===== config.mk =====
export PLATFORM = sky130hd
export DESIGN_NAME = sorted_priority_queue_flat
export DESIGN_NICKNAME = d
export VERILOG_FILES = /design/src/design/spq_pkg.sv /design/src/design/spq_req_if.sv /design/src/design/spq_rsp_if.sv /design/src/design/sorted_priority_queue.sv /design/src/design/spq_cell.sv /design/src/flat_wrapper.sv
export SDC_FILE = /design/constraint.sdc
export NUM_CORES = 2
export LEC_CHECK = 0
export BUFFER_PORTS_ARGS = -buffer_cell sky130_fd_sc_hd__buf_2
export CAP_MARGIN = 20
export CORE_MARGIN = 4
export CORE_UTILIZATION = 30
export CTS_CLUSTER_SIZE = 30
export DETAILED_ROUTE_END_ITERATION = 10
export HOLD_SLACK_MARGIN = 0.1
export SLEW_MARGIN = 20
export SYNTH_ARGS = -nofsm -noshare
export SYNTH_HDL_FRONTEND = slang
export SYNTH_SLANG_ARGS = --single-unit

===== constraint.sdc =====
create_clock -name clk -period 8.45 [get_ports clk]
set_input_delay 0.845 -clock clk [delete_from_list [all_inputs] [get_ports clk]]
set_output_delay 0.845 -clock clk [all_outputs]
set_load 0.02 [all_outputs]

===== src/design/spq_pkg.sv =====
package spq_pkg;

    // Default queue depth in entries
    localparam int DEPTH_DEFAULT = 16;

    // Fixed field widths
    localparam int KEY_W  = 32;
    localparam int TAG_W  = 16;
    localparam int FILL_W = 5;

    // Operation codes carried in the kind field
    localparam logic KIND_ENQ = 1'b0;
    localparam logic KIND_DEQ = 1'b1;

    // Command broadcast to every cell of the chain
    typedef struct packed {
        logic             ins;   // insert the new entry (queue not full)
        logic             rem;   // remove the head entry (queue not empty)
        logic [KEY_W-1:0] key;
        logic [TAG_W-1:0] tag;
    } cmd_t;

endpackage


===== src/design/spq_req_if.sv =====
interface spq_req_if;

    logic                      valid;
    logic                      ready;
    logic                      kind;
    logic [spq_pkg::KEY_W-1:0] key;
    logic [spq_pkg::TAG_W-1:0] tag;

    modport source (output valid, output kind, output key, output tag, input ready);
    modport sink   (input valid, input kind, input key, input tag, output ready);

endinterface


===== src/design/spq_rsp_if.sv =====
interface spq_rsp_if;

    logic                       valid;
    logic                       ready;
    logic                       out_valid;
    logic [spq_pkg::KEY_W-1:0]  out_key;
    logic [spq_pkg::TAG_W-1:0]  out_tag;
    logic                       dropped;
    logic [spq_pkg::FILL_W-1:0] fill;

    modport source (output valid, output out_valid, output out_key, output out_tag,
                    output dropped, output fill, input ready);
    modport sink   (input valid, input out_valid, input out_key, input out_tag,
                    input dropped, input fill, output ready);

endinterface


===== src/design/sorted_priority_queue.sv =====
// Sorted priority queue, smallest key first, DEPTH entries.
// req channel: kind selects enqueue (key, tag stored) or dequeue.
// rsp channel: exactly one response per request: out_valid/out_key/out_tag
// for a dequeue that found an entry, dropped for an enqueue into a full
// queue, and fill, the entry count after the request.
// Entries live in a chain of cells kept in ascending order; cell 0 is the
// head. An insert shifts every cell past the insertion point one place
// toward the tail, a removal shifts the chain one place toward the head.
// Equal keys leave in arrival order.
// The response is registered and sits in the output register in the cycle
// after the request is accepted. Throughput: one request per cycle while
// rsp is taken; the output register is the only buffer, so a held response
// holds off the next request until it is taken.
// Reset empties the queue and drops any pending response; stored entries
// are not cleared and no clearing pass is needed.
module sorted_priority_queue
#(
    parameter int DEPTH = spq_pkg::DEPTH_DEFAULT
)
(
    input  logic      clk,
    input  logic      rst_n,
    spq_req_if.sink   req,
    spq_rsp_if.source rsp
);

    localparam int CW = $clog2(DEPTH + 1);

    logic [CW-1:0]             count_reg;
    logic [CW-1:0]             count_next;
    logic                      rsp_valid_reg;
    logic                      out_valid_reg;
    logic [spq_pkg::KEY_W-1:0] out_key_reg;
    logic [spq_pkg::TAG_W-1:0] out_tag_reg;
    logic                      dropped_reg;
    logic [CW+4:0]             fill_ext;

    logic                      accept;
    logic                      full;
    logic                      empty;
    spq_pkg::cmd_t             cmd;

    logic                      keep_w  [DEPTH];
    logic [spq_pkg::KEY_W-1:0] key_w   [DEPTH];
    logic [spq_pkg::TAG_W-1:0] tag_w   [DEPTH];

    // Request handshake: free output register or one being drained
    assign req.ready = !rsp_valid_reg || rsp.ready;
    assign accept    = req.valid && req.ready;

    assign full  = (count_reg == CW'(DEPTH));
    assign empty = (count_reg == '0);

    // Broadcast command to the cells
    always_comb
    begin
        cmd.ins = accept && (req.kind == spq_pkg::KIND_ENQ) && !full;
        cmd.rem = accept && (req.kind == spq_pkg::KIND_DEQ) && !empty;
        cmd.key = req.key;
        cmd.tag = req.tag;
    end

    // Cell chain
    for (genvar i = 0; i < DEPTH; i++)
    begin : g_cell
        logic                      lk;
        logic [spq_pkg::KEY_W-1:0] lkey;
        logic [spq_pkg::TAG_W-1:0] ltag;
        logic [spq_pkg::KEY_W-1:0] rkey;
        logic [spq_pkg::TAG_W-1:0] rtag;

        if (i == 0)
        begin : g_head
            assign lk   = 1'b1;
            assign lkey = req.key;
            assign ltag = req.tag;
        end
        else
        begin : g_body
            assign lk   = keep_w[i-1];
            assign lkey = key_w[i-1];
            assign ltag = tag_w[i-1];
        end

        if (i == DEPTH - 1)
        begin : g_tail
            assign rkey = key_w[i];
            assign rtag = tag_w[i];
        end
        else
        begin : g_inner
            assign rkey = key_w[i+1];
            assign rtag = tag_w[i+1];
        end

        spq_cell u_cell
        (
            .clk       (clk),
            .cmd       (cmd),
            .occupied  (count_reg > CW'(i)),
            .left_keep (lk),
            .left_key  (lkey),
            .left_tag  (ltag),
            .right_key (rkey),
            .right_tag (rtag),
            .keep      (keep_w[i]),
            .key       (key_w[i]),
            .tag       (tag_w[i])
        );
    end

    // Entry count after this request
    always_comb
    begin
        priority if (cmd.ins)
            count_next = count_reg + CW'(1);
        else if (cmd.rem)
            count_next = count_reg - CW'(1);
        else
            count_next = count_reg;
    end

    // Count and response valid
    always_ff @(posedge clk or negedge rst_n)
    begin
        if (!rst_n)
        begin
            count_reg     <= '0;
            rsp_valid_reg <= 1'b0;
        end
        else
        begin
            count_reg <= count_next;
            if (accept)
                rsp_valid_reg <= 1'b1;
            else if (rsp.ready)
                rsp_valid_reg <= 1'b0;
        end
    end

    // Response payload
    always_ff @(posedge clk)
    begin
        if (accept)
        begin
            out_valid_reg <= cmd.rem;
            out_key_reg   <= cmd.rem ? key_w[0] : '0;
            out_tag_reg   <= cmd.rem ? tag_w[0] : '0;
            dropped_reg   <= (req.kind == spq_pkg::KIND_ENQ) && full;
        end
    end

    // Fill is reported modulo 32; count_reg already holds the updated value
    assign fill_ext = {5'd0, count_reg};

    assign rsp.valid     = rsp_valid_reg;
    assign rsp.out_valid = out_valid_reg;
    assign rsp.out_key   = out_key_reg;
    assign rsp.out_tag   = out_tag_reg;
    assign rsp.dropped   = dropped_reg;
    assign rsp.fill      = fill_ext[spq_pkg::FILL_W-1:0];

endmodule


===== src/design/spq_cell.sv =====
module spq_cell
(
    input  logic                      clk,
    input  spq_pkg::cmd_t             cmd,
    input  logic                      occupied,
    input  logic                      left_keep,
    input  logic [spq_pkg::KEY_W-1:0] left_key,
    input  logic [spq_pkg::TAG_W-1:0] left_tag,
    input  logic [spq_pkg::KEY_W-1:0] right_key,
    input  logic [spq_pkg::TAG_W-1:0] right_tag,
    output logic                      keep,
    output logic [spq_pkg::KEY_W-1:0] key,
    output logic [spq_pkg::TAG_W-1:0] tag
);

    logic [spq_pkg::KEY_W-1:0] key_reg;
    logic [spq_pkg::TAG_W-1:0] tag_reg;
    logic [spq_pkg::KEY_W-1:0] key_next;
    logic [spq_pkg::TAG_W-1:0] tag_next;

    // Entry stays put on insert when it sorts at or before the new key
    assign keep = occupied && (key_reg <= cmd.key);

    // Next entry: hold, take the new entry, shift from left or from right
    always_comb
    begin
        key_next = key_reg;
        tag_next = tag_reg;
        if (cmd.ins && !keep)
        begin
            if (left_keep)
            begin
                key_next = cmd.key;
                tag_next = cmd.tag;
            end
            else
            begin
                key_next = left_key;
                tag_next = left_tag;
            end
        end
        else if (cmd.rem)
        begin
            key_next = right_key;
            tag_next = right_tag;
        end
    end

    // Entry storage, no reset needed
    always_ff @(posedge clk)
    begin
        key_reg <= key_next;
        tag_reg <= tag_next;
    end

    assign key = key_reg;
    assign tag = tag_reg;

endmodule


===== src/flat_wrapper.sv =====
// flat-port wrapper written by rule: the top's interface ports become plain ports
module sorted_priority_queue_flat 
#(
    parameter int DEPTH = spq_pkg::DEPTH_DEFAULT
)
  (clk, rst_n, req_valid, req_kind, req_key, req_tag, req_ready, rsp_valid, rsp_out_valid, rsp_out_key, rsp_out_tag, rsp_dropped, rsp_fill, rsp_ready);
  spq_req_if req_i ();
  spq_rsp_if rsp_i ();
  input  logic clk;
  input  logic rst_n;
  input wire logic [$bits(req_i.valid)-1:0] req_valid;
  input wire logic [$bits(req_i.kind)-1:0] req_kind;
  input wire logic [$bits(req_i.key)-1:0] req_key;
  input wire logic [$bits(req_i.tag)-1:0] req_tag;
  output wire logic [$bits(req_i.ready)-1:0] req_ready;
  output wire logic [$bits(rsp_i.valid)-1:0] rsp_valid;
  output wire logic [$bits(rsp_i.out_valid)-1:0] rsp_out_valid;
  output wire logic [$bits(rsp_i.out_key)-1:0] rsp_out_key;
  output wire logic [$bits(rsp_i.out_tag)-1:0] rsp_out_tag;
  output wire logic [$bits(rsp_i.dropped)-1:0] rsp_dropped;
  output wire logic [$bits(rsp_i.fill)-1:0] rsp_fill;
  input wire logic [$bits(rsp_i.ready)-1:0] rsp_ready;
  assign req_i.valid = req_valid;
  assign req_i.kind = req_kind;
  assign req_i.key = req_key;
  assign req_i.tag = req_tag;
  assign req_ready = req_i.ready;
  assign rsp_valid = rsp_i.valid;
  assign rsp_out_valid = rsp_i.out_valid;
  assign rsp_out_key = rsp_i.out_key;
  assign rsp_out_tag = rsp_i.out_tag;
  assign rsp_dropped = rsp_i.dropped;
  assign rsp_fill = rsp_i.fill;
  assign rsp_i.ready = rsp_ready;
  sorted_priority_queue #(.DEPTH(DEPTH)) u_core (.clk(clk), .rst_n(rst_n), .req(req_i), .rsp(rsp_i));
endmodule

Yosys cells after proc, flatten, opt, wreduce, memory -nomap -nowiden

Cells that the tools add are included.

Div/mod/pow operators: 0
$add $sub $neg: 2
Shift operators: 0
Bitwise operators: 1
$mul: 0
Multiplexer cells: 94
Reduce and logical (&&, ||, !) cells: 76
Equality and inequality tests: 1
Order comparisons: 32

Operators by type and width:

| kind                  | count |
|---|---|
| $mux W32              | 45 |
| $mux W16              | 45 |
| $le A32 B32 Y1        | 16 |
| $gt A5 B4 Y1 const B  | 8 |
| $logic_and A1 B1 Y1   | 38 |
| $reduce_bool A2 Y1    | 17 |
| $gt A5 B3 Y1 const B  | 4 |
| $logic_not A1 Y1      | 19 |
| $gt A5 B1 Y1 const B  | 2 |
| $gt A5 B2 Y1 const B  | 2 |
| $mux W5               | 2 |
| $add A5 B1 Y5 const B | 1 |
| $eq A5 B5 Y1 const B  | 1 |
| $logic_not A5 Y1      | 1 |
| $sub A5 B1 Y5 const B | 1 |
| $mux W1               | 2 |
| $logic_or A1 B1 Y1    | 1 |
| $not A1 Y1            | 1 |

Memories kept: 0
Output and inout port bits: 57
Word-level logic and storage cells: 244
Register bits after elaboration: 824
Bits in writable memories: 0
Input port bits: 53
Bits in read-only memories: 0
Latch bits: 0

Longest topological paths before layout

Depth in word-level cells: 7
Gate-level depth with buffers: 13
Mapped depth without buffers: 9

Modules after synthesis

From an unflattened synthesis, not the netlist that was laid out.

Cell total of the unflattened synthesis: 4533
Area total of the unflattened synthesis: 57128.5 um^2

By module, submodules not included:

| module                                 | area an instance (um^2) | times used | cells an instance | sequential area each (um^2) |
|---|---|---|---|---|
| spq_cell (u_core.g_cell[0].u_cell ...) | 3417.0                  | 15         | 272               | 1441.4 |
| spq_cell (u_core.g_cell[15].u_cell)    | 3432.0                  | 1          | 274               | 1441.4 |
| sorted_priority_queue                  | 2441.1                  | 1          | 179               | 1651.6 |

Worst setup path after synthesis

No wires, ideal clock.

Path kind: input to register
Start: input req_key[14]
End: register u_core.g_cell[1].u_cell.key_reg, in the netlist u_core.g_cell[1].u_cell.key[0] (enable)
Setup time: 0.520 ns
Path buffers: 3
Arrival time: 6.401 ns
Path slack: 1.529 ns
Stages on the path: 11
Path through: clkbuf_1 -> inv_1 -> ha_1 -> nand4_1 -> nor4_1 -> a21boi_0 -> o311a_1 -> a211oi_2 -> buf_4 -> buf_4 -> o21ai_0

Cells in the longest elaborated chain, start to end: 5

Ends and longest elaborated chain:

| what                                | RTL line           | source |
|---|---|---|
| from (decl)                         | flat_wrapper.sv:13 | `input wire logic [$bits(req_i.key)-1:0] req_key;` |
| $le A32 B32 Y1                      | spq_cell.sv:22     | `assign keep = occupied && (key_reg <= cmd.key);` |
| $logic_and A1 B1 Y1                 | spq_cell.sv:22     |  |
| $logic_not A1 Y1                    | spq_cell.sv:29     | `if (cmd.ins && !keep)` |
| $logic_and A1 B1 Y1                 | spq_cell.sv:29     |  |
| $reduce_bool A2 Y1 (no source line) | -                  |  |
| to (signal assigned)                | spq_cell.sv:52     | `key_reg <= key_next;` |
| to (decl)                           | spq_cell.sv:16     | `logic [spq_pkg::KEY_W-1:0] key_reg;` |

No other way between the ends.
A chain may end at the register's enable or synchronous reset.

Worst setup path after layout

Start: input req_key[28]
End: register u_core.g_cell[9].u_cell.key_reg, in the netlist u_core.g_cell[9].u_cell.key[5], data pin

Cells in the longest elaborated chain, start to end: 5
Elaborated cells between the ends (all ways): 8
Classes of those cells: 2 x order compare; 2 x mux; 4 x reduce/logical

Ends and longest elaborated chain:

| what                                                 | RTL line       | source |
|---|---|---|
| $le A32 B32 Y1                                       | spq_cell.sv:22 |  |
| $logic_and A1 B1 Y1                                  | spq_cell.sv:22 |  |
| $logic_not A1 Y1                                     | spq_cell.sv:29 |  |
| $logic_and A1 B1 Y1                                  | spq_cell.sv:29 |  |
| $mux W32 *                                           | spq_cell.sv:29 |  |
| named net u_core.g_cell[9].u_cell.key_next (one bit) | spq_cell.sv:18 | `logic [spq_pkg::KEY_W-1:0] key_next;` |
| to (signal assigned)                                 | spq_cell.sv:52 |  |
| to (decl)                                            | spq_cell.sv:16 |  |

Mark *: on every way through the listed nets, which the timed path passes. The rest lies on a longest branch.

==> impl_metrics.yaml <==
floorplan:
  die_h_um: 430
  die_w_um: 430
  pin_count: 110
  start_util_pct: 30.3
  rows: 154
  dieArea_um2: 185000
  core_area_um2: 177000
placed_design:
  gp_congestion: 0.993
  dp_hpwl_um: 142000
  pre_cts_slack_ps: 1960
  port_buffers: 109
clock_tree:
  clk_latency_ps: 740
  htreeDepth: 3
  cts_resized: 0
  clockRootBuffer: "clkbuf_16"
  cts_inserted_buffers: 96
  cts.path.max_buffers: 3
  clk_pin_slew_ps: 60
  cts_sinks: 824
  cts_tree: "done"
global_routing:
  grt_overflow_total: 0
  met3_usage_pct: 5.69
  grtUsageTotal_pct: 22.5
  first_global_vias: 39534
  antenna_found_initial: 20
  use_met1_pct: 31.5
  busiest_layer: "met2"
  grt_max_degree: 79
  grt_first_pass_wirelength_um: 302000
  met2_usage_pct: 32.1
job:
  drv_cap: 0
power_and_ir_drop:
  power.internal_mw: 10.7
  p_sw_mw: 6.90
  p_sw_share_pct: 39.2
  seqPwrFrac_pct: 35.3
  p_total_mw: 17.6
  leakage_nw: 22.5
  pwr-share-comb_pct: 38.5
  power.density_nw_per_um2: 293
  peakVddDrop_v: 0.000301
  pwr-share-clk_pct: 26.2
setup_path:
  path_delay_family: "simple AND/OR/NAND/NOR gates"
  path_max_fanout: 48
  max_stage_delay_ps: 920
  path_buf_inv: 4
  path_common_cell: "buf_4"
  crit_chain: "buf_2 -> inv_1 -> ha_1 -> nand4_1 -> nor4_1 -> buf_4 -> nor3b_2 -> nand3_1 -> and3_4 -> o21ai_4 -> buf_4 -> mux2_2"
  reg2reg_to: "u_core.g_cell[8].u_cell.key[5]"
  cp_slowest_cell: "buf_4"
  reg2reg_slack_ps: 3090
  reg2reg_depth: 8
  critPathKind: "input port to register"
  r2r_start: "u_core.rsp.fill[1]"
  end_kind: "register"
  worstPathArrival_ps: 6410
  cp.required_ps: 8910
  start_kind: "input port"
finish:
  area_growth_pct: 12.2
  drive_gt1_share_pct: 21.7
  mostFrequentLayoutCell: "edfxtp_1"
  largest_reg_flops: 512
  nNetsFinal: 5156
  fill_cells: 17473
  most-common-layout-cells: "818 x edfxtp_1, 579 x mux2_2, 517 x ha_1"
sta:
  finalSetupTns_ps: 0
  setup_viol: 0
  finalHoldViolCount: 0
  clock_skew_ps: 34.9
  layout_min_cycle_time_ps: 5950
  slew_viol_final: 0
  worst_pin_slew_ps: 1210
  fmax_ghz: 0.168
  setup_slack_ps: 2500
  rsz0062_at_grt: "no"
  worst_slew_margin_rel_pct: 19.2
  fin_crit_sh_pct: 70.4
route:
  route.vias.total: 41453
  wl_per_cell_um: 30.6
  remaining_drc_errors: 0
  first_iter_violations: 5393
  dr.pass1.iters: 8
  antenna_left: 0
  viasPerCell: 5.91
  wirelength_um: 215000
synthesis:
  synthesis.area_um2: 53500
  avgSynthCellArea_um2: 11.6
  synth.distinct_cells: 83
  synth_seq_cells: 824
  synth_ff_type: "edfxtp_1"
  synth_edf_count: 818
  synth_area_leader_cell: "edfxtp_1"
  ys_warn_count: 0
  synth_cells: 4597
  yosysSeqAreaShare_pct: 46.2
  yosys.area.top_type_share_pct: 45.9
  synthArstFlopShare_pct: 0.728
  synthTopCellsByArea: "edfxtp_1 46%, mux2_2 12%, ha_1 12%"
  syn-num-nets: 5167
outcome:
  outcome: "completed"
min_path:
  hold_path_depth: 2
  hold_class: "input port to register"
  min_to: "u_core.rsp.valid"
  min_from: "req_valid"
==> worst max-delay path by stage <==
stage,startpoint,endpoint,slack [ps],depth (start not counted)
finish,req_key[28],u_core.g_cell[9].u_cell.key[5],2500,12
global route,req_key[7],u_core.g_cell[5].u_cell.key[26],2490,11
CTS,req_key[28],u_core.g_cell[9].u_cell.key[20],2720,12
detailed placement,req_key[7],u_core.g_cell[5].u_cell.tag[14],1960,11
global placement,req_key[28],u_core.g_cell[12].u_cell.key[16],1950,10
floorplan,req_key[14],u_core.g_cell[1].u_cell.key[0],1530,11
==> kinds of logic after synthesis <==
logic type | synth area share (%)
xor gates and xnor gates | 0.0491
AOI/OAI and AO/OA | 12.1
DFF | 46.2
adders and majority gates | 12.1
muxes | 18.9
and+or+nand+nor | 7.40
buffers and inverters | 3.23
==> timing repair <==
action	CTS	global route
hold buffers	1	0
endpoints found under the hold margin	6	0
setup buffers	0	0
==> area by class of cell <==
class / count / area [µm²] / area share, %
diodes: 11 / 27.5 / 0.0459
clock inverters: 71 / 957 / 1.59
repair buffers: 199 / 1260 / 2.09
multi-input cells: 3395 / 27400 / 45.7
well taps: 2340 / 2930 / 4.88
flip-flops and latches: 824 / 24700 / 41.2
inverters: 70 / 264 / 0.440
clock buffers: 109 / 2450 / 4.08
==> per-layer routing <==
layer,wire length [µm],up-vias
met5,138,-
met4,11700,16
met3,24700,452
met2,88100,2517
met1,90500,20670
li1,-,17798
==> synth_stat cells, drive strengths merged (12+ instances only) <==
library cell / n
clkbuf: 173
nor2: 179
nor2b: 24
nand2: 191
nor4: 21
and4: 15
mux2: 598
a211oi: 15
inv: 70
edfxtp: 818
and2: 55
nand3: 140
o21a: 12
mux2i: 330
buf: 135
a31oi: 100
o211ai: 21
nand4: 112
a21oi: 248
ha: 517
o21ai: 617
a21o: 64
nor3: 20
==> worst reg2reg max path: cells and delay by family (launching register included) <==
kind / cells / cell delay [ps]
AO/OA/AOI/OAI: 1 / 760
buffers and inverters: 3 / 1630
flip-flops: 1 / 550
adder cells (fa/ha/maj): 1 / 240
AND/OR/NAND/NOR: 3 / 1800
==> through the flow <==
step / utilization (%) / hold WS, ps / std cells / instance area, µm²
floorplan: - / 515 / 4597 / 53500
global placement: 32.0 / 511 / 6825 / 56500
detailed placement: 32.0 / 526 / 6826 / 56600
CTS: 33.9 / 249 / 7007 / 60000
global route: 34.0 / 299 / 7009 / 60000
finish: 34.0 / 307 / 7019 / 60000
==> power groups by stage <==
| stage | logic (mW) | clock network (mW) | registers (mW) |
|---|---|---|---|
| 3_3_place_gp | 6.46 | 0 | 6.25 |
| 2_1_floorplan | 4.37 | 0 | 5.95 |
| 6_report | 6.78 | 4.62 | 6.21 |
| 3_5_place_dp | 6.59 | 0 | 6.25 |
| 4_1_cts | 6.61 | 4.67 | 6.17 |
| 5_1_grt | 7.13 | 4.83 | 6.25 |
Note: power is estimated with default switching activity, not from simulation.
